--- config.mk ---
export PLATFORM = sky130hd
export DESIGN_NAME = ltpe_queue
export DESIGN_NICKNAME = d
export VERILOG_FILES = /design/src/rtl/ltpe_pkg.sv /design/src/rtl/ltpe_queue.sv
export SDC_FILE = /design/constraint.sdc
export NUM_CORES = 1
export LEC_CHECK = 0
export BUFFER_PORTS_ARGS = -buffer_cell sky130_fd_sc_hd__buf_2
export CAP_MARGIN = 20
export CORE_MARGIN = 10
export CORE_UTILIZATION = 30
export DETAILED_ROUTE_END_ITERATION = 16
export PLACE_DENSITY = 0.52
export SKIP_LAST_GASP = 1
export SLEW_MARGIN = 30
export SYNTH_ARGS = -nofsm -noshare
export SYNTH_HDL_FRONTEND = slang
export SYNTH_SLANG_ARGS = --single-unit
--- constraint.sdc ---
create_clock -name aclk -period 2.2 [get_ports aclk]
set_input_delay 0.11 -clock aclk [delete_from_list [all_inputs] [get_ports aclk]]
set_output_delay 0.11 -clock aclk [all_outputs]
set_load 0.02 [all_outputs]
--- src/rtl/ltpe_pkg.sv ---
// LED triangle pose estimate: shared package.
// Holds register indexes, select codes, heading constants, the CORDIC angle table
// and the queue status struct. Depends on nothing.
`timescale 1ns / 1ps

package ltpe_pkg;

    localparam int CFG_W       = 13;
    localparam int CFG_IDX_W   = 2;
    localparam int ANG_TAB_LEN = 24;
    localparam int ANG_W       = 25;
    localparam int OFS_W       = 22;
    localparam int HEAD_W      = 16;
    localparam int HEAD_OUT_W  = 15;

    localparam logic [OFS_W-1:0]  OFS_MAX      = 22'h1F_FFFF;
    localparam logic [HEAD_W-1:0] HEAD_QUARTER = 16'd5760;
    localparam logic [HEAD_W-1:0] HEAD_HALF    = 16'd11520;
    localparam logic [HEAD_W-1:0] HEAD_FULL    = 16'd23040;

    typedef enum logic [CFG_IDX_W-1:0] {
        REG_FRAME_LENGTH  = 2'd0,
        REG_FRAME_HEIGHT  = 2'd1,
        REG_MARKER_SELECT = 2'd2
    } reg_idx_t;

    localparam logic [1:0] SEL_A = 2'd0;
    localparam logic [1:0] SEL_B = 2'd1;

    typedef struct packed {
        logic full;
        logic empty;
    } q_stat_t;

    // atan(2^-i) in degrees * 65536
    function automatic logic signed [ANG_W-1:0] ang_tab(input logic [4:0] idx);
        logic signed [ANG_W-1:0] v;
        case (idx)
            5'd0:    v = 25'sd2949120;
            5'd1:    v = 25'sd1740967;
            5'd2:    v = 25'sd919879;
            5'd3:    v = 25'sd466945;
            5'd4:    v = 25'sd234379;
            5'd5:    v = 25'sd117304;
            5'd6:    v = 25'sd58666;
            5'd7:    v = 25'sd29335;
            5'd8:    v = 25'sd14668;
            5'd9:    v = 25'sd7334;
            5'd10:   v = 25'sd3667;
            5'd11:   v = 25'sd1833;
            5'd12:   v = 25'sd917;
            5'd13:   v = 25'sd458;
            5'd14:   v = 25'sd229;
            5'd15:   v = 25'sd115;
            5'd16:   v = 25'sd57;
            5'd17:   v = 25'sd29;
            5'd18:   v = 25'sd14;
            5'd19:   v = 25'sd7;
            5'd20:   v = 25'sd4;
            5'd21:   v = 25'sd2;
            5'd22:   v = 25'sd1;
            default: v = 25'sd0;
        endcase
        return v;
    endfunction

endpackage

--- src/rtl/ltpe_queue.sv ---
// LED triangle pose estimate: two-entry request queue between front and back.
// Depends on ltpe_pkg for the status struct.
`timescale 1ns / 1ps

module ltpe_queue
    import ltpe_pkg::*;
#(
    parameter int W = 8
) (
    input  logic         aclk,
    input  logic         aresetn,
    input  logic         push_valid,
    input  logic [W-1:0] push_data,
    input  logic         pop,
    output logic [W-1:0] head_data,
    output q_stat_t      q_stat
);

    logic [1:0]   count_reg, count_next;
    logic [W-1:0] slot0_reg, slot1_reg;

    assign head_data    = slot0_reg;
    assign q_stat.full  = (count_reg == 2'd2);
    assign q_stat.empty = (count_reg == 2'd0);

    always_comb begin
        count_next = count_reg;
        if (push_valid && !pop) begin
            count_next = count_reg + 2'd1;
        end else if (pop && !push_valid) begin
            count_next = count_reg - 2'd1;
        end
    end

    always_ff @(posedge aclk) begin
        if (!aresetn) begin
            count_reg <= 2'd0;
        end else begin
            count_reg <= count_next;
        end
    end

    always_ff @(posedge aclk) begin
        if (pop) begin
            if (push_valid && count_reg == 2'd1) begin
                slot0_reg <= push_data;
            end else begin
                slot0_reg <= slot1_reg;
            end
            if (push_valid && count_reg == 2'd2) begin
                slot1_reg <= push_data;
            end
        end else if (push_valid) begin
            if (count_reg == 2'd0) begin
                slot0_reg <= push_data;
            end else begin
                slot1_reg <= push_data;
            end
        end
    end

endmodule

Yosys cells after proc, flatten, opt, wreduce, memory -nomap -nowiden
Cells that the tools add are included.
Storage, ports and cells
  flip-flop bits (word level): 18
  input bits: 12
  output and inout port bits: 10
  word-level logic and storage cells: 31
Cells by class
  add/sub/neg operators: 2
  equality and inequality tests: 4
  mux-type cells: 10
  reductions and logical operators: 12
Operator list (count)
  2-to-1 mux 8 bit: 8
  nonzero test 2 bit: 3
  logical AND 1 bit: 4
  2-to-1 mux 2 bit: 2
  AND reduction 3 bit: 1
  adder 2 x 1 -> 2 bit (second input constant): 1
  == test 2 x 1 -> 1 bit (second input constant): 1
  == test 2 bit (second input constant): 1
  zero test 1 bit: 2
  zero test 2 bit: 1
  inequality test 2 x 1 -> 1 bit (second input constant): 1
  inequality test 2 bit (second input constant): 1
  AND reduction 2 bit: 1
  subtractor 2 x 1 -> 2 bit (second input constant): 1

Depth between registers and ports, before layout
  depth in word-level cells: 4
  gate-level depth with buffers: 4
  mapped depth without buffers: 4

Worst setup path before layout
No wires, ideal clock.
  path type: register to register
  from: reg count_reg[0]
  to: reg slot1_reg[0], enable pin
  library setup time: 375 ps
  arrival: 1436 ps
  data required time: 1825 ps
  slack: 389 ps
  cell stages (with the launch flop): 5
  path buffers: 0
  period minus slack after synthesis: 1811 ps
  cell sequence: dfxtp_1 inv_1 ha_1 or2_2 a21oi_1
RTL lines
  start, declared: RTL line ltpe_queue.sv:19  | logic [1:0] count_reg, count_next;
  start signal, assigned: RTL line ltpe_queue.sv:39  | count_reg <= count_next;
  end signal, assigned: RTL line ltpe_queue.sv:51  | slot1_reg <= push_data;
  end signal, assigned: RTL line ltpe_queue.sv:57  | slot1_reg <= push_data;
  end, declared: RTL line ltpe_queue.sv:20  | logic [W-1:0] slot0_reg, slot1_reg;

Final worst setup path
  from: reg count_reg[0]
  to: reg slot0_reg[3], in the netlist head_data[3], enable pin
On the way
  longest elaborated chain between the ends: 3
Ends and longest elaborated chain
  zero test 2 bit: RTL line ltpe_queue.sv:54  | if (count_reg == 2'd0) begin
  nonzero test 2 bit (no line)
  AND reduction 2 bit (no line)
  end signal, assigned: RTL line ltpe_queue.sv:46  | slot0_reg <= push_data;
  end signal, assigned: RTL line ltpe_queue.sv:48  | slot0_reg <= slot1_reg;
  end signal, assigned: RTL line ltpe_queue.sv:55  | slot0_reg <= push_data;
  end, declared: RTL line ltpe_queue.sv:20
No other way between the ends.
A chain may end at the register's enable or synchronous reset.

==> flow_summary.yaml <==
outcome:
  status: "finished, final reports clean"
setup_path:
  critPathMaxFanout: 8
  cp-start-kind: "flop"
  cp.required_ps: 2140
  cp-end-kind: "flop"
  worstPathArrival_ps: 1560
  path_class: "reg2reg"
  rrSetupSlack_ps: 580
drt:
  drt_pass1_iterations: 3
  drcViolationCount: 0
  drt_wl_total_um: 1480
  routedWlPerCell_um: 13.6
  vias: 463
  drtIter0Drc: 9
  ant_nets: 0
  vias_per_cell: 4.25
placed_design:
  routabilityCongestion: 0.634
  place_inst: 98
  dp_hpwl_um: 1120
  portBuffers: 21
sta:
  skew_ps: 5.92
  maxSlewViolCount: 0
  rsz0062_at_grt: "false"
  worst-slew-pin-transition_ps: 707
  finalCriticalPeriod_ps: 1620
  fmax_ghz: 0.616
  finalHoldViolations: 0
  fin_setup_tns_ps: 0
  slew-limit-headroom_pct: 52.8
  fin_crit_sh_pct: 73.8
  final-setup-viol-count: 0
final_layout:
  area_growth_pct: 32.0
  antennaDiodeCount: 0
  final_cells: 109
  drive_gt1_share_pct: 44.3
  nets: 97
synth:
  ys.warnings.count: 0
  synth_cell_type_count: 15
  ys_seq_area_share_pct: 67.6
  syn_area_per_cell_um2: 16.7
  netlist_area_um2: 769
  ys_seq_elements: 18
  syn_nets: 63
  syn_inst: 46
clock_tree:
  numCtsBuffers: 3
  clock_latency_ps: 300
  clock_path_buffers: 2
  cts_sinks: 18
  cts_tree: "yes"
  cts_root_buf: "clkbuf_4"
  h-tree-depth: 1
  clk_pin_slew_ps: 100
global_route:
  grt_pass1_vias: 543
  grt_max_degree: 11
  grt_pass1_wl_um: 2530
  grt-ovfl-total: 0
  track_usage_pct: 6.19
  antenna_found_initial: 0
floorplanning:
  die_h_um: 70.6
  core-area_mm2: 0.00245
  io_pins: 22
  start_util_pct: 31.3
  dieArea_mm2: 0.00499
  fp-row-count: 18
  die_w_um: 70.6
power_and_ir_drop:
  power_w: 0.000794
  p_per_area_mw_per_mm2: 781
  ir_drop_v: 0.000363
  p_leak_nw: 0.421
min_path:
  worstHoldPathType: "in2reg"
job:
  cap_violations: 0
==> worst paths after layout <==
check / startpoint / depth (start not counted) / end
worst max-delay path: count_reg[0] / 4 / head_data[3]
worst min-delay path: push_data[7] / 1 / slot1_reg[7]
worst max register to register: count_reg[0] / 4 / head_data[3]
worst min register to register: count_reg[1] / 2 / count_reg[1]
==> cell usage after synthesis <==
master	number	area, µm²
a21oi_1	1	5.00
and2_1	1	6.26
a21boi_4	1	18.8
ha_1	5	62.6
dfxtp_1	2	40.0
o21ai_0	1	5.00
xor2_1	2	17.5
nor2b_1	1	6.26
edfxtp_1	16	480
mux2_2	8	90.1
or2_2	1	6.26
nand3b_1	1	7.51
nand3_1	1	5.00
inv_1	4	15.0
nand2_1	1	3.75
==> layer usage <==
layer / routed length (µm) / vias up / part of all wire, % / track usage (%)
li1: - / 234 / - / -
met1: 669 / 212 / 45 / 6.45
met2: 672 / 15 / 45 / 9.98
met3: 130 / 2 / 8.8 / 4.04
met4: 12 / 0 / 0.81 / 1.94
met5: 0 / - / 0 / 0
==> metrics by stage <==
step           utilization (%)  hold WS, ps  instance area (µm²)  setup WS [ps]
3_3_place_gp              37.5          301                  920            600
5_1_grt                   41.4        0.329                 1020            405
2_1_floorplan                -          209                  769            389
4_1_cts                   39.8        0.461                  976            538
6_report                  41.4         7.86                 1020            576
3_5_place_dp              37.5          305                  920            552
==> report_power, final <==
| part | internal, W | switching, W | total [W] |
|---|---|---|---|
| registers | 0.000426 | 0.0000136 | 0.000440 |
| clock network | 0.0000661 | 0.000104 | 0.000170 |
| logic | 0.0000785 | 0.000106 | 0.000184 |
| total | 0.000570 | 0.000223 | 0.000794 |
==> timing repair <==
item | 4_1_cts | 5_1_grt
gates resized for setup | 0 | 0
hold buffers | 3 | 4
buffers inserted | 0 | 0
hold endpoints to repair | 3 | 4
setup endpoints to repair | 0 | 0
==> cell families after synthesis <==
group           share of synthesized area [%]
compound gates                           3.74
flops                                    67.6
mux                                      11.7
fa+ha+maj                                8.13
xor+xnor                                 2.28
buf+inv                                  1.95
simple gates                             4.55
==> cell usage in the layout (no fill, tap or decap), drive strengths merged <==
| cell | n |
|---|---|
| inv | 4 |
| clkinv | 1 |
| dlygate4sd3 | 7 |
| nand2 | 1 |
| dfxtp | 2 |
| edfxtp | 16 |
| o21ai | 1 |
| or2 | 1 |
| ha | 5 |
| mux2 | 8 |
| nand3b | 1 |
| and2 | 1 |
| nand3 | 1 |
| a21boi | 1 |
| clkbuf | 3 |
| xor2 | 2 |
| a21oi | 1 |
| nor2b | 1 |
| buf | 22 |
==> layout make-up <==
class,count,area (µm²)
fillers,225,1440
flip-flops and latches,18,520
multi-input cells,24,234
repair buffers,29,183
well taps,30,37.5
clock buffers,3,22.5
inverters,4,15.0
clock inverters,1,3.75
==> critical path, stage by stage, from the launching register on <==
cell	delay, ps
dfxtp_1	350
inv_1	80
ha_1	160
or2_2	110
nor2b_1	570
Power figures use the tool's default switching activity.
