`src/rtl/ltpe_pkg.sv`:
```
// LED triangle pose estimate: shared package.
// Holds register indexes, select codes, heading constants, the CORDIC angle table
// and the queue status struct. Depends on nothing.
`timescale 1ns / 1ps

package ltpe_pkg;

    localparam int CFG_W       = 13;
    localparam int CFG_IDX_W   = 2;
    localparam int ANG_TAB_LEN = 24;
    localparam int ANG_W       = 25;
    localparam int OFS_W       = 22;
    localparam int HEAD_W      = 16;
    localparam int HEAD_OUT_W  = 15;

    localparam logic [OFS_W-1:0]  OFS_MAX      = 22'h1F_FFFF;
    localparam logic [HEAD_W-1:0] HEAD_QUARTER = 16'd5760;
    localparam logic [HEAD_W-1:0] HEAD_HALF    = 16'd11520;
    localparam logic [HEAD_W-1:0] HEAD_FULL    = 16'd23040;

    typedef enum logic [CFG_IDX_W-1:0] {
        REG_FRAME_LENGTH  = 2'd0,
        REG_FRAME_HEIGHT  = 2'd1,
        REG_MARKER_SELECT = 2'd2
    } reg_idx_t;

    localparam logic [1:0] SEL_A = 2'd0;
    localparam logic [1:0] SEL_B = 2'd1;

    typedef struct packed {
        logic full;
        logic empty;
    } q_stat_t;

    // atan(2^-i) in degrees * 65536
    function automatic logic signed [ANG_W-1:0] ang_tab(input logic [4:0] idx);
        logic signed [ANG_W-1:0] v;
        case (idx)
            5'd0:    v = 25'sd2949120;
            5'd1:    v = 25'sd1740967;
            5'd2:    v = 25'sd919879;
            5'd3:    v = 25'sd466945;
            5'd4:    v = 25'sd234379;
            5'd5:    v = 25'sd117304;
            5'd6:    v = 25'sd58666;
            5'd7:    v = 25'sd29335;
            5'd8:    v = 25'sd14668;
            5'd9:    v = 25'sd7334;
            5'd10:   v = 25'sd3667;
            5'd11:   v = 25'sd1833;
            5'd12:   v = 25'sd917;
            5'd13:   v = 25'sd458;
            5'd14:   v = 25'sd229;
            5'd15:   v = 25'sd115;
            5'd16:   v = 25'sd57;
            5'd17:   v = 25'sd29;
            5'd18:   v = 25'sd14;
            5'd19:   v = 25'sd7;
            5'd20:   v = 25'sd4;
            5'd21:   v = 25'sd2;
            5'd22:   v = 25'sd1;
            default: v = 25'sd0;
        endcase
        return v;
    endfunction

endpackage

```
`src/rtl/ltpe_front.sv`:
```
// LED triangle pose estimate: front stage.
// Accepts a point triple, forms centroid and marker offsets in thirds of a pixel.
// Depends on ltpe_pkg.
`timescale 1ns / 1ps

module ltpe_front
    import ltpe_pkg::*;
#(
    parameter int CB = 12
) (
    input  logic                      aclk,
    input  logic                      aresetn,
    input  logic                      s_valid,
    output logic                      s_ready,
    input  logic [CB-1:0]             s_a_x,
    input  logic [CB-1:0]             s_a_y,
    input  logic [CB-1:0]             s_b_x,
    input  logic [CB-1:0]             s_b_y,
    input  logic [CB-1:0]             s_c_x,
    input  logic [CB-1:0]             s_c_y,
    input  logic                      s_heading_flip,
    input  logic [CFG_W-1:0]          frame_length,
    input  logic [CFG_W-1:0]          frame_height,
    input  logic [1:0]                marker_select,
    input  q_stat_t                   q_stat,
    output logic                      push_valid,
    output logic [2*(CB+3)+2*((CB > 12 ? CB : 12)+3)+1:0] push_data
);

    localparam int MW = CB + 3;
    localparam int DW = (CB > 12 ? CB : 12) + 3;
    localparam int EW = 2*MW + 2*DW + 2;

    logic [CB+1:0]          sx, sy, px3, py3;
    logic [CB-1:0]          px, py;
    logic [13:0]            cx3, cy3;
    logic signed [MW-1:0]   mx, my;
    logic signed [DW-1:0]   dx3, dy3;
    logic [EW-1:0]          entry;
    logic                   accept;

    logic                   f_valid_reg, f_valid_next;
    logic [EW-1:0]          f_data_reg;

    always_comb begin
        case (marker_select)
            SEL_A: begin
                px = s_a_x;
                py = s_a_y;
            end
            SEL_B: begin
                px = s_b_x;
                py = s_b_y;
            end
            default: begin
                px = s_c_x;
                py = s_c_y;
            end
        endcase
    end

    assign sx  = (CB+2)'(s_a_x) + (CB+2)'(s_b_x) + (CB+2)'(s_c_x);
    assign sy  = (CB+2)'(s_a_y) + (CB+2)'(s_b_y) + (CB+2)'(s_c_y);
    assign px3 = (CB+2)'(px) + (CB+2)'({px, 1'b0});
    assign py3 = (CB+2)'(py) + (CB+2)'({py, 1'b0});
    assign cx3 = 14'(frame_length[CFG_W-1:1]) + 14'({frame_length[CFG_W-1:1], 1'b0});
    assign cy3 = 14'(frame_height[CFG_W-1:1]) + 14'({frame_height[CFG_W-1:1], 1'b0});

    assign mx  = $signed({1'b0, sx}) - $signed({1'b0, px3});
    assign my  = $signed({1'b0, sy}) - $signed({1'b0, py3});
    assign dx3 = $signed(DW'(sx)) - $signed(DW'(cx3));
    assign dy3 = $signed(DW'(sy)) - $signed(DW'(cy3));

    assign entry = {s_heading_flip, (dy3 == '0), mx, my, dx3, dy3};

    assign s_ready    = !f_valid_reg || !q_stat.full;
    assign accept     = s_valid && s_ready;
    assign push_valid = f_valid_reg && !q_stat.full;
    assign push_data  = f_data_reg;

    always_comb begin
        f_valid_next = f_valid_reg;
        if (accept) begin
            f_valid_next = 1'b1;
        end else if (push_valid) begin
            f_valid_next = 1'b0;
        end
    end

    always_ff @(posedge aclk) begin
        if (!aresetn) begin
            f_valid_reg <= 1'b0;
        end else begin
            f_valid_reg <= f_valid_next;
        end
    end

    always_ff @(posedge aclk) begin
        if (accept) begin
            f_data_reg <= entry;
        end
    end

endmodule

```
`config.mk`:
```
export PLATFORM = sky130hd
export DESIGN_NAME = ltpe_front
export DESIGN_NICKNAME = d
export VERILOG_FILES = /design/src/rtl/ltpe_pkg.sv /design/src/rtl/ltpe_front.sv
export SDC_FILE = /design/constraint.sdc
export NUM_CORES = 1
export LEC_CHECK = 0
export ABC_AREA = 1
export BUFFER_PORTS_ARGS = -buffer_cell sky130_fd_sc_hd__buf_2
export CORE_MARGIN = 4
export CORE_UTILIZATION = 45
export DETAILED_ROUTE_END_ITERATION = 7
export PLACE_DENSITY = 0.68
export SETUP_SLACK_MARGIN = 0.3
export SLEW_MARGIN = 20
export SYNTH_ARGS = -nofsm -noshare
export SYNTH_HDL_FRONTEND = slang
export SYNTH_SLANG_ARGS = --single-unit
```
`constraint.sdc`:
```
create_clock -name aclk -period 8.1 [get_ports aclk]
set_input_delay 0.405 -clock aclk [delete_from_list [all_inputs] [get_ports aclk]]
set_output_delay 0.405 -clock aclk [all_outputs]
set_load 0.05 [all_outputs]
```
Word-level counts from Yosys, hierarchy flattened. Index checks and enable logic that the tools add are counted.

Add/sub/neg operators: 12. Equal/unequal tests: 1. Muxes and demuxes: 4. Reduce and logical (&&, ||, !) cells: 8.

Operators by type and width (count): 14-bit by 14-bit subtractor with 15-bit output (4); 12-bit by 13-bit adder with 14-bit output (4); 12-bit case mux with 2 select lines (2); 13-bit by 12-bit adder with 14-bit output (2); 12-bit by 12-bit adder with 13-bit output (2); 15-bit logical NOT (1); 2-bit by 1-bit equality test with 1-bit output, second input constant (1); 1-bit logical AND (2); 1-bit logical NOT (2); 2-bit logical NOT (1); 1-bit two-way mux (2); 2-bit nonzero test (1); 1-bit logical OR (1).

Register bits after elaboration: 63. Input bits: 106. Output and inout bits: 64. Word-level logic and storage cells: 27.

Logic depth before layout (Yosys ltp). Gate-level depths: netlist (run 1).

Depth after elaboration: 4. Mapped depth: 24. Gate-level depth less buffers: 24.

Worst setup path after synthesis (run 1). Ideal clock, no wire load.

Path kind: input to register. Start: input port s_a_y[1]. End: register f_data_reg[60], in the netlist push_data[60], data pin. Library setup time: 0.252 ns. Arrival time: 3.930 ns. Data required time: 7.848 ns. Slack: 3.918 ns. Stages: 21. Buffers on the path: 0. Cell sequence: inv_1 -> fa_1 -> inv_1 -> ha_1 -> fa_1 -> nand3_1 -> nand2_1 -> a21oi_1 -> o21ai_1 -> nand2_1 -> nand2_1 -> xor2_1 -> fa_1 -> ha_1 -> inv_1 -> nor3_1 -> nand3_1 -> nand3_1 -> nand2_1 -> nand3_1 -> nor2_2.

Cells in the longest elaborated chain, start to end: 4.

Ends and longest elaborated chain: from (decl) (RTL line ltpe_front.sv:16) `input logic [CB-1:0] s_a_y,`; 12-bit by 12-bit adder with 13-bit output (RTL line ltpe_front.sv:63) `assign sy = (CB+2)'(s_a_y) + (CB+2)'(s_b_y) + (CB+2)'(s_c_y);`; 13-bit by 12-bit adder with 14-bit output (RTL line ltpe_front.sv:63); 14-bit by 14-bit subtractor with 15-bit output (RTL line ltpe_front.sv:72) `assign dy3 = $signed(DW'(sy)) - $signed(DW'(cy3));`; 15-bit logical NOT (RTL line ltpe_front.sv:74) `assign entry = {s_heading_flip, (dy3 == '0), mx, my, dx3, dy3};`; named net entry[60] (RTL line ltpe_front.sv:39) `logic [EW-1:0] entry;`; to (signal assigned) (RTL line ltpe_front.sv:100) `f_data_reg <= entry;`; to (decl) (RTL line ltpe_front.sv:43) `logic [EW-1:0] f_data_reg;`.

The timed path passes the listed nets, and every way through them passes these cells. A chain may end at the register's enable or synchronous reset.

Worst setup path after layout (run 1).
Start: input port s_a_y[1]. End: register f_data_reg[60], in the netlist push_data[60], data pin.

Cells in the longest elaborated chain, start to end: 4.

Ends and longest elaborated chain: 12-bit by 12-bit adder with 13-bit output (RTL line ltpe_front.sv:63); 13-bit by 12-bit adder with 14-bit output (RTL line ltpe_front.sv:63); 14-bit by 14-bit subtractor with 15-bit output (RTL line ltpe_front.sv:72); named net dy3[12] (RTL line ltpe_front.sv:38) `logic signed [DW-1:0] dx3, dy3;`; 15-bit logical NOT (RTL line ltpe_front.sv:74); named net entry[60] (RTL line ltpe_front.sv:39).

The timed path passes the listed nets, and every way through them passes these cells.

==> results of run 1 <==
==> area by class of cell <==
| class | instances | area [um2] |
|---|---|---|
| clock buffer | 11 | 232.7 |
| clock inverter | 5 | 72.57 |
| fill | 1605 | 7581 |
| inverter | 181 | 679.4 |
| multi-input combinational | 673 | 5199 |
| sequential | 63 | 1882 |
| tap | 220 | 275.3 |
| timing repair buffer | 167 | 838.3 |
==> report_power, final <==
group,internal [uW],leakage (uW),switching [uW]
logic,942,0.00395,1920
registers,642,0.000607,28.6
clock network,267,0.000149,143
==> metal layers <==
metal  vias up  track usage, %
met3        27           3.671
met5         -               0
met2       183           33.49
met1      3035           25.78
li1       3363               -
met4         0           5.716
==> cells by family after synthesis <==
family,Yosys count
xor gates and xnor gates,54
AOI/OAI and AO/OA,144
DFF,63
and+or+nand+nor,319
buffers and inverters,187
adders and majority gates,156
==> synthesized netlist by cell type (all sizes together) (9+ instances only) <==
library cell	n
inv	181
nand2	181
ha	86
fa	70
nor2	63
edfxtp	62
a21oi	58
nand3	55
xor2	39
o22ai	20
o21ai	18
xnor2	15
o21bai	13
a21o	12
nor3	10
nand4	9
==> stage by stage <==
step / cells / power (uW) / util, % / area, um2
floorplan: 923 / 2929 / - / 7775
global placement: 1304 / 3500 / 52.95 / 8874
detailed placement: 1304 / 3534 / 52.95 / 8874
CTS: 1320 / 3969 / 54.77 / 9179
global route: 1320 / 4328 / 54.77 / 9179
finish: 1320 / 3942 / 54.77 / 9179
==> worst min-delay path by stage <==
| stage | from | to | slack (ns) |
|---|---|---|---|
| detailed placement | f_valid_reg$_SDFFE_PN0P_ | f_valid_reg$_SDFFE_PN0P_ | 0.54 |
| global route | s_heading_flip | push_data[61]$_DFFE_PP_ | 0.24 |
| finish | s_heading_flip | push_data[61]$_DFFE_PP_ | 0.25 |
| floorplan | s_heading_flip | push_data[61]$_DFFE_PP_ | 0.50 |
| global placement | f_valid_reg$_SDFFE_PN0P_ | f_valid_reg$_SDFFE_PN0P_ | 0.52 |
| CTS | s_heading_flip | push_data[61]$_DFFE_PP_ | 0.24 |
==> critical path, stage by stage <==
cell     delay, ns
buf_2         0.09
inv_1         0.05
fa_1          0.52
inv_1         0.04
ha_1          0.21
fa_1          0.46
nand3_1       0.09
nand2_1       0.11
a21oi_1       0.23
o21ai_1       0.12
nand2_1       0.08
nand2_1       0.06
xor2_1        0.39
fa_1          0.50
ha_1          0.38
nand2_1       0.15
inv_1         0.05
a21oi_1       0.21
nand3_1       0.10
nand2_1       0.06
nand2_1       0.06
nor2_1        0.10
nand3_1       0.09
nor2_2        0.08
==> metrics.md, run 1 <==
| Metric | Value |
|---|---|
| Outcome | `finished clean` |
| Gr usage total | `19.72%` |
| Initial DRT Pass Iterations | `5` |
| Initial antenna violation count | `0` |
| Remaining global-route overflow | `0` |
| Async SR Flop Fraction | `0%` |
| Cts hold-fix bufs | `0` |
| Pre-CTS WS | `3.289 ns` |
| Insertion delay to the later sink of the worst-skew pair | `0.34 ns` |
| CP Launch Point | `s_a_y[1]` |
| Reg2reg end | `push_data[34]$_DFFE_PP_` |
| Layout Nets | `1357` |
| Top routing layer used | `met4` |
| Area grow syn2layout | `18.06%` |
| Post-synthesis cell count | `923` |
| Min setup slack post-route | `3.656 ns` |
| DRT iter0 DRCs | `257` |
| Post-synthesis compound-gate area fraction | `11.09%` |
| Most frequent cells in the layout | `inv_1, nand2_1, buf_2` |
| Main area contributors after synthesis | `edfxtp_1, fa_1, ha_1, inv_1, nand2_1` |
| CP Class | `primary input to flip-flop` |
| Total negative slack | `0 ns` |
| Synthesized area | `0.007775 mm2` |
| Share of post-route cells with drive strength above 1 | `18.45%` |
| Worst-margin pin slew | `0.9651 ns` |
| HPWL after DPL | `16050 um` |
| Main combinational cell family by area after synthesis | `adder cells` |
| Met2 wire length | `9202 um` |
| Synthesized Nets | `1185` |
| Critical path required time | `8.31 ns` |
| Sequential share of the synthesized area | `24.20%` |
| Synth Area in Simple Gates | `17.69%` |
| Die ar. | `0.01944 mm2` |
| Cells on worst reg2reg path | `2` |
| Routed Antenna Nets | `0` |
| CTS Root Cell | `clkbuf_16` |
| Synth Register Bits | `63` |
| CORE AREA | `0.01676 mm2` |
| Synthesized-area fraction occupied by adder cells | `31.86%` |
| Prevailing post-synth register cell | `edfxtp_1` |
| WL met3 | `1136 um` |
| # DRC | `0` |
| Gp weighted congestion | `0.9190` |
| Max-slew headroom | `35.52%` |
| Final min period | `4.444 ns` |
| Synth Area in XOR/XNOR | `6.083%` |
| Max Clock Freq | `225.0 MHz` |
| Hold Vio Cnt, Final | `0` |
| Via-per-instance ratio | `5.006` |
| Vias in the first global route | `6529` |
| Placement row count | `47` |
| Height of the die | `139.4 um` |
| Leakage | `0.004704 uW` |
| Global-route wire length before repair | `31240 um` |
| Via count | `6608` |
| Met1 WL | `8446 um` |
| CP arrival | `4.65 ns` |
| Hold crit path type | `primary input to flip-flop` |
| Crit path capture type | `flip-flop` |
| Multiplexer share of the synthesized area | `0%` |
| Syn Area/Cell | `8.424 um2` |
| Total Wirelength | `19160 um` |
| Post-DR wirelength/cell | `14.51 um` |
| Maxcap violations | `0` |
| RSZ-0062 raised after global routing | `false` |
| Period utilization | `54.86%` |
| Minimum hold slack | `0.2452 ns` |
| CP Launch Type | `primary input` |
| Cts bufs inserted | `9` |
| Initial core utilization | `46.39%` |
| Largest register FFs | `62` |
| CTS clk-pin slew, worst paths | `0.05 ns` |
| Post-synth EDFFs | `62` |
| Number of diodes | `0` |
| Most common cell after layout, fill and taps aside | `inv_1` |
| TritonCTS clock tree | `built` |
| Yosys top cell area share | `23.95%` |
| Final Setup Violations | `0` |
| Worst setup endpoint | `push_data[60]$_DFFE_PP_` |
| Clock tree buffer depth | `2` |
| CTS sink count | `63` |
| Pin count of the biggest net entering global routing | `33` |
| Power density over cell area | `429.5 mW/mm2` |
| H-tree depth | `3` |
| Hold Path Depth | `1` |
| Final Max Slew Viols | `0` |
| Post-synth cell types | `33` |
| Register-to-Register Setup Slack | `6.08 ns` |
| Resized Gates After CTS | `0` |
| Fin Clk Skew | `0.006763 ns` |
| PortBufs | `166` |
| Top Ports | `170` |
| Crit Path Max Fanout | `5` |
| Die width | `139.4 um` |
| Yosys top cell by area | `edfxtp_1` |
| Peak supply drop | `247.7 uV` |
| Worst reg2reg startpoint | `f_valid_reg$_SDFFE_PN0P_` |
| Ys Warns | `0` |
| Postcts setup bufs | `0` |
Power figures use the tool's default switching activity.
==> run 2, diff against run 1 <==
--- a/config.mk
+++ b/config.mk
@@ -5,12 +5,12 @@
 export SDC_FILE = /design/constraint.sdc
 export NUM_CORES = 1
 export LEC_CHECK = 0
-export ABC_AREA = 1
+export ABC_AREA = 0
 export BUFFER_PORTS_ARGS = -buffer_cell sky130_fd_sc_hd__buf_2
 export CORE_MARGIN = 4
 export CORE_UTILIZATION = 45
 export DETAILED_ROUTE_END_ITERATION = 7
-export PLACE_DENSITY = 0.68
+export PLACE_DENSITY = 0.69
 export SETUP_SLACK_MARGIN = 0.3
 export SLEW_MARGIN = 20
 export SYNTH_ARGS = -nofsm -noshare
==> constraint.sdc (replaced) <==
create_clock -name aclk -period 4.6 [get_ports aclk]
set_input_delay 0.23 -clock aclk [delete_from_list [all_inputs] [get_ports aclk]]
set_output_delay 0.23 -clock aclk [all_outputs]
set_load 0.05 [all_outputs]
==> run 2 against run 1 <==
Routed wire length is 12% lower. Sequential power rose by 79%. Synthesized cell count down 21%. Sequential share of layout area about the same. Core utilization rose by 2.7 points. Clock power is 62% higher. Register-to-register slack worse by 3.3 ns. Flip-flop and latch count unchanged. Count of clock-buffer cells in the layout shrank 1.
==> metrics.md, run 2 <==
| Metric | Value |
|---|---|
| Outcome | `finished clean` |
| CTS Root Cell | `clkbuf_16` |
| Synthesized area | `0.007347 mm2` |
| Post-DR wirelength/cell | `14.65 um` |
| Sequential share of the synthesized area | `25.61%` |
| Share of post-route cells with drive strength above 1 | `26.81%` |
| Crit-path most repeated cell | `a21o_1` |
| Crit Path Max Fanout | `3` |
| Final Setup Violations | `0` |
| Design Area, Final | `0.009169 mm2` |
| Peak supply drop | `562.6 uV` |
| Cts hold-fix bufs | `0` |
| Main area contributors after synthesis | `edfxtp_1, fa_1, ha_1, inv_1, xnor2_1` |
| Syn Area/Cell | `10.04 um2` |
| Post-synthesis cell count | `732` |
| Insertion delay to the later sink of the worst-skew pair | `0.34 ns` |
| Fin Clk Skew | `0.004432 ns` |
| Placement row count | `46` |
| CP arrival | `4.47 ns` |
| Final Max Slew Viols | `0` |
| CP Launch Type | `primary input` |
| Endpoint, Worst Hold | `push_data[61]$_DFFE_PP_` |
| Total Wirelength | `16940 um` |
| Worst reg2reg startpoint | `f_valid_reg$_SDFFE_PN0P_` |
| Slowest-stage cell, CP | `fa_1` |
| Switching share of power | `47.89%` |
| Initial DRT Pass Iterations | `4` |
| Reg2reg end | `push_data[38]$_DFFE_PP_` |
| Crit-path cells | `buf_8, inv_4, fa_1, inv_2, ha_4, fa_2, a21o_1, a21oi_2, o21bai_1, a21oi_2, o21ai_1, a21o_1, xor2_4, fa_1, ha_4, a21o_1, a221oi_2, xnor2_1, or3b_1, nor4_2` |
| Layout Nets | `1197` |
| Synth Register Bits | `63` |
| Largest delay share family, worst path | `adder cells` |
| Vias in the first global route | `6089` |
| Initial core utilization | `46.08%` |
| Height of the die | `135.8 um` |
| Hold crit path type | `primary input to flip-flop` |
| DRT iter0 DRCs | `268` |
| Ys Warns | `0` |
| Synthesized Nets | `994` |
| Yosys top cell area share | `25.34%` |
| Gp weighted congestion | `0.8812` |
| Gr usage total | `18.64%` |
| CTS clk-pin slew, worst paths | `0.06 ns` |
| Hold Crit Start | `s_heading_flip` |
| Leakage | `0.004351 uW` |
| Global-route wire length before repair | `27260 um` |
| Max Clock Freq | `232.8 MHz` |
| Power density over cell area | `761.1 mW/mm2` |
| Cells on worst reg2reg path | `3` |
| Maxcap violations | `0` |
| P_int | `3636 uW` |
| Worst-margin pin slew | `0.5914 ns` |
| Most common cell after layout, fill and taps aside | `buf_2` |
| Hold Vio Cnt, Final | `0` |
| Crit path capture type | `flip-flop` |
| Die ar. | `0.01843 mm2` |
| Hold Path Depth | `1` |
| Non-Filler Instances | `1156` |
| # DRC | `0` |
| Register-to-Register Setup Slack | `2.80 ns` |
| HPWL after DPL | `14220 um` |
| Via count | `5920` |
| RSZ-0062 raised after global routing | `true` |
| PortBufs | `166` |
| Initial antenna violation count | `1` |
| CORE AREA | `0.01594 mm2` |
| Cts bufs inserted | `9` |
| Pin count of the biggest net entering global routing | `46` |
| Most frequent cell after synthesis | `inv_1` |
| Min setup slack post-route | `0.3044 ns` |
| Critical path required time | `4.78 ns` |
| Prevailing post-synth register cell | `edfxtp_1` |
| Placed Instance Area | `0.008693 mm2` |
| Placed Cells incl. Taps | `1132` |
| Via-per-instance ratio | `5.121` |
| Reg power frac | `17.1%` |
| WP buf/inv | `3` |
| Number of diodes | `0` |
| Pre-CTS WS | `-0.07621 ns` |
| TritonCTS clock tree | `built` |
| Remaining global-route overflow | `0` |
| Post-synth cell types | `51` |
| Die width | `135.8 um` |
| Area grow syn2layout | `24.80%` |
| Most frequent cells in the layout | `buf_2, inv_1, ha_1` |
| Clock tree buffer depth | `2` |
| Commonest cells in the netlist | `inv_1, ha_1, fa_1` |
| Max-slew headroom | `60.57%` |
| Top Ports | `170` |
| Clk network pwr share | `9.5%` |
| Combinational fraction of design power | `73.3%` |
| P_sw | `3342 uW` |
| Post-synth EDFFs | `62` |
| Routed Antenna Nets | `0` |
| Yosys top cell by area | `edfxtp_1` |
| Final min period | `4.296 ns` |
| Slowest cell delay on critical path | `0.57 ns` |
| CP Class | `primary input to flip-flop` |
| CTS sink count | `63` |
| Period utilization | `93.38%` |
| Async SR Flop Fraction | `0%` |
| Largest register FFs | `62` |
| H-tree depth | `3` |
## run 2: cell count changes after synthesis, moves of 12 or more
cell     change
a21o_1      +13
inv_1       -69
mux2i_1     +25
nand2_1    -139
nand3_1     -41
nor2_1      -21
nor2b_1     +12
o21ai_0     +21
o22ai_1     -18
xnor2_1     +24
xor2_1      -16
## run 2: cell families (layout without fill, tap and decap cells)
family | Yosys count | in the layout | synth area share, %
compound gates | 175 | 175 | 14.92
xor+xnor | 62 | 62 | 7.391
fa+ha+maj | 156 | 156 | 33.72
buf+inv | 118 | 326 | 6.029
flops | 63 | 63 | 25.61
mux | 25 | 25 | 3.406
simple gates | 133 | 133 | 8.924
## run 2: how the worst max path moves through the flow
| stage | startpoint | to | slack (ns) | cells past startpoint |
|---|---|---|---|---|
| 2_1_floorplan | s_c_y[1] | push_data[43]$_DFFE_PP_ | 0.26 | 20 |
| 3_3_place_gp | s_c_y[1] | push_data[43]$_DFFE_PP_ | -0.05 | 21 |
| 3_5_place_dp | s_c_y[1] | push_data[43]$_DFFE_PP_ | -0.08 | 21 |
| 4_1_cts | s_c_y[1] | push_data[60]$_DFFE_PP_ | 0.30 | 21 |
| 5_1_grt | s_a_y[1] | push_data[60]$_DFFE_PP_ | 0.15 | 20 |
| 6_report | s_a_y[1] | push_data[60]$_DFFE_PP_ | 0.30 | 20 |
## run 2: through the flow
step	TNS (ns)	hold slack [ns]	total power (uW)	util (%)
after floorplan	0	0.3289	5028	-
after global placement	-0.06923	0.4076	6110	54.53
after detailed placement	-0.1367	0.4169	6178	54.53
after CTS	0	0.05833	6885	56.33
after global routing	0	0.06094	7599	57.51
final	0	0.07110	6978	57.51
## run 2: timing repair
item,4_1_cts,5_1_grt
endpoints found under the setup margin,2,13
setup buffers,1,7
pin swaps,5,31
resized for setup,0,27
## run 2: routing by layer
layer  GRT usage [%]  up-vias  routed length, um
li1                -     2948                  -
met1           22.38     2781               6967
met2           33.43      163               8625
met3           3.900       26               1011
met4           5.879        2                329
met5               0        -                  7
## run 2: layout make-up
cell class,instances,area [um2]
clock buffer,10,229.0
clock inverter,6,51.30
inverter,110,422.9
sequential,63,1882
timing repair buffer,200,1105
multi-input combinational,551,5209
tap,216,270.3
fill,1422,6774
## run 2: power groups by stage
stage / clock (uW) / combinational, uW / sequential [uW]
6_report: 664 / 5120 / 1200
5_1_grt: 710 / 5670 / 1220
4_1_cts: 680 / 5000 / 1200
3_5_place_dp: 0 / 4970 / 1210
3_3_place_gp: 0 / 4900 / 1210
2_1_floorplan: 0 / 2910 / 2110
==> run 3, diff against run 2 <==
--- a/config.mk
+++ b/config.mk
@@ -7,6 +7,7 @@
 export LEC_CHECK = 0
 export ABC_AREA = 0
 export BUFFER_PORTS_ARGS = -buffer_cell sky130_fd_sc_hd__buf_2
+export CORE_ASPECT_RATIO = 1.1
 export CORE_MARGIN = 4
 export CORE_UTILIZATION = 45
 export DETAILED_ROUTE_END_ITERATION = 7
==> run 3 against run 2 <==
Sequential power about the same. Final area fell by 0.67%. Total power about the same. Fmax up 0.73%. Critical endpoint is now push_data[43]$_DFFE_PP_. Via count barely moved. Non-clock buffer count is 1 lower. Die area hardly changed. Hold slack got worse by 0.0015 ns. Highest routed layer unchanged. Critical path depth grew 2. First-iteration DRC count is 39% lower.
==> metrics.md, run 3 (synthesis results as in run 2) <==
| Metric | Value |
|---|---|
| Outcome | `finished clean` |
| Cts hold-fix bufs | `0` |
| Leakage | `0.004348 uW` |
| Share of post-route cells with drive strength above 1 | `26.12%` |
| Pwr Total | `6982 uW` |
| Min setup slack post-route | `0.3358 ns` |
| Post-layout util | `57.44%` |
| Total Wirelength | `17090 um` |
| Fin Clk Skew | `0.006253 ns` |
| Reg power frac | `17.2%` |
| Worst-margin pin slew | `0.5562 ns` |
| CP Launch Type | `primary input` |
| CP Class | `primary input to flip-flop` |
| Die ar. | `0.01844 mm2` |
| Power density over cell area | `766.7 mW/mm2` |
| Pin count of the biggest net entering global routing | `41` |
| Layout fillers | `1411` |
| Final Max Slew Viols | `0` |
| CP arrival | `4.35 ns` |
| Vias in the first global route | `6149` |
| PortBufs | `166` |
| Die width | `129.8 um` |
| RSZ-0062 raised after global routing | `true` |
| Hold Vio Cnt, Final | `0` |
| CTS sink count | `63` |
| Number of diodes | `0` |
| P_sw | `3330 uW` |
| Most common cell after layout, fill and taps aside | `buf_2` |
| Hold crit path type | `primary input to flip-flop` |
| CTS clk-pin slew, worst paths | `0.05 ns` |
| Initial DRT Pass Iterations | `4` |
| Maxcap violations | `0` |
| Pre-CTS WS | `-0.1074 ns` |
| Largest register FFs | `62` |
| Max Clock Freq | `234.5 MHz` |
| CTS Root Cell | `clkbuf_16` |
| TritonCTS clock tree | `built` |
| Peak supply drop | `453.9 uV` |
| Clk network pwr share | `10.2%` |
| Height of the die | `142.0 um` |
| Final min period | `4.264 ns` |
| Post-DR wirelength/cell | `15.02 um` |
| Final Setup Violations | `0` |
| Remaining global-route overflow | `0` |
| Critical path required time | `4.69 ns` |
| DRT iter0 DRCs | `163` |
| Global-route wire length before repair | `27920 um` |
| Clock tree buffer depth | `2` |
| Placement row count | `48` |
| Gp weighted congestion | `0.8653` |
| Crit Path Max Fanout | `2` |
| P_int | `3653 uW` |
| Initial antenna violation count | `2` |
| Most frequent cells in the layout | `buf_2, inv_1, ha_1` |
| Max-slew headroom | `62.92%` |
| Routed Antenna Nets | `0` |
| Initial core utilization | `46.34%` |
| Via count | `5922` |
| Switching share of power | `47.69%` |
| Crit path capture type | `flip-flop` |
| Cts bufs inserted | `9` |
| Via-per-instance ratio | `5.204` |
| H-tree depth | `3` |
| Layout Nets | `1196` |
| Non-Filler Instances | `1138` |
| Insertion delay to the later sink of the worst-skew pair | `0.34 ns` |
| Combinational fraction of design power | `72.6%` |
| Area grow syn2layout | `23.96%` |
| Period utilization | `92.70%` |
| Placed Cells incl. Taps | `1119` |
| # DRC | `0` |
| CORE AREA | `0.01586 mm2` |
| HPWL after DPL | `14700 um` |
| Gr usage total | `19.13%` |
| Top Ports | `170` |
## run 3: cell count changes in the layout (fill, tap and decap cells not counted), moves of 2 or more
cell	previous run	this run
buf_4	35	33
clkinv_1	3	1
ha_1	79	82
ha_4	5	3
o21ai_1	4	7
o21ai_2	3	1
## run 3: through the flow
step / cell area (um2) / setup TNS (ns) / hold WS (ns)
floorplan: 7426 / 0 / 0.3289
global placement: 8696 / -0.09855 / 0.4063
detailed placement: 8696 / -0.2079 / 0.4093
CTS: 9016 / 0 / 0.05162
global route: 9107 / 0 / 0.05324
finish: 9107 / 0 / 0.06963
## run 3: final timing paths
check | from | to | slack [ns] | cells past startpoint
setup reg to reg | f_valid_reg$_SDFFE_PN0P_ | push_data[40]$_DFFE_PP_ | 2.77 | 3
hold / removal | s_heading_flip | push_data[61]$_DFFE_PP_ | 0.07 | 1
setup / recovery | s_b_y[1] | push_data[43]$_DFFE_PP_ | 0.34 | 22
hold reg to reg | f_valid_reg$_SDFFE_PN0P_ | f_valid_reg$_SDFFE_PN0P_ | 0.53 | 2
## run 3: final cells by class
type	count	area [um2]	area share, %
Multi-Input combinational cell	551	5155	56.60
Sequential cell	63	1882	20.66
Timing Repair Buffer	199	1095	12.02
Inverter	110	422.9	4.644
Tap cell	200	250.2	2.748
Clock buffer	10	229.0	2.514
Clock inverter	5	73.82	0.8106
## run 3: timing repair
action | in CTS | in global routing
buffers inserted | 1 | 3
pin swaps | 4 | 26
hold endpoints to repair | 0 | 0
resized for setup | 2 | 19
endpoints found under the setup margin | 2 | 16
## run 3: power by group through the flow
stage,combinational (uW),sequential [uW],clock [uW]
finish,5070,1200,713
global placement,4900,1210,0
global route,5600,1230,758
CTS,5030,1200,733
detailed placement,5000,1210,0
floorplan,2910,2110,0
## run 3: layer usage
metal,up-vias,GRT usage (%),wire (um)
met3,30,4.917,1075
met5,-,0,20
li1,2955,-,-
met1,2795,20.95,6626
met4,4,5.689,300
met2,138,35.98,9071
## run 3: critical path, cell delays in order
cell      delay (ns)
buf_8           0.08
inv_4           0.03
fa_1            0.54
inv_2           0.04
ha_4            0.15
fa_2            0.36
a21o_1          0.17
a21oi_2         0.13
o21bai_1        0.09
a21oi_2         0.15
o21ai_1         0.07
a21o_1          0.19
xor2_2          0.16
buf_4           0.15
fa_1            0.45
ha_2            0.20
or2_4           0.22
or3_1           0.30
a21o_1          0.19
a31o_4          0.22
a21oi_2         0.14
xnor2_1         0.08
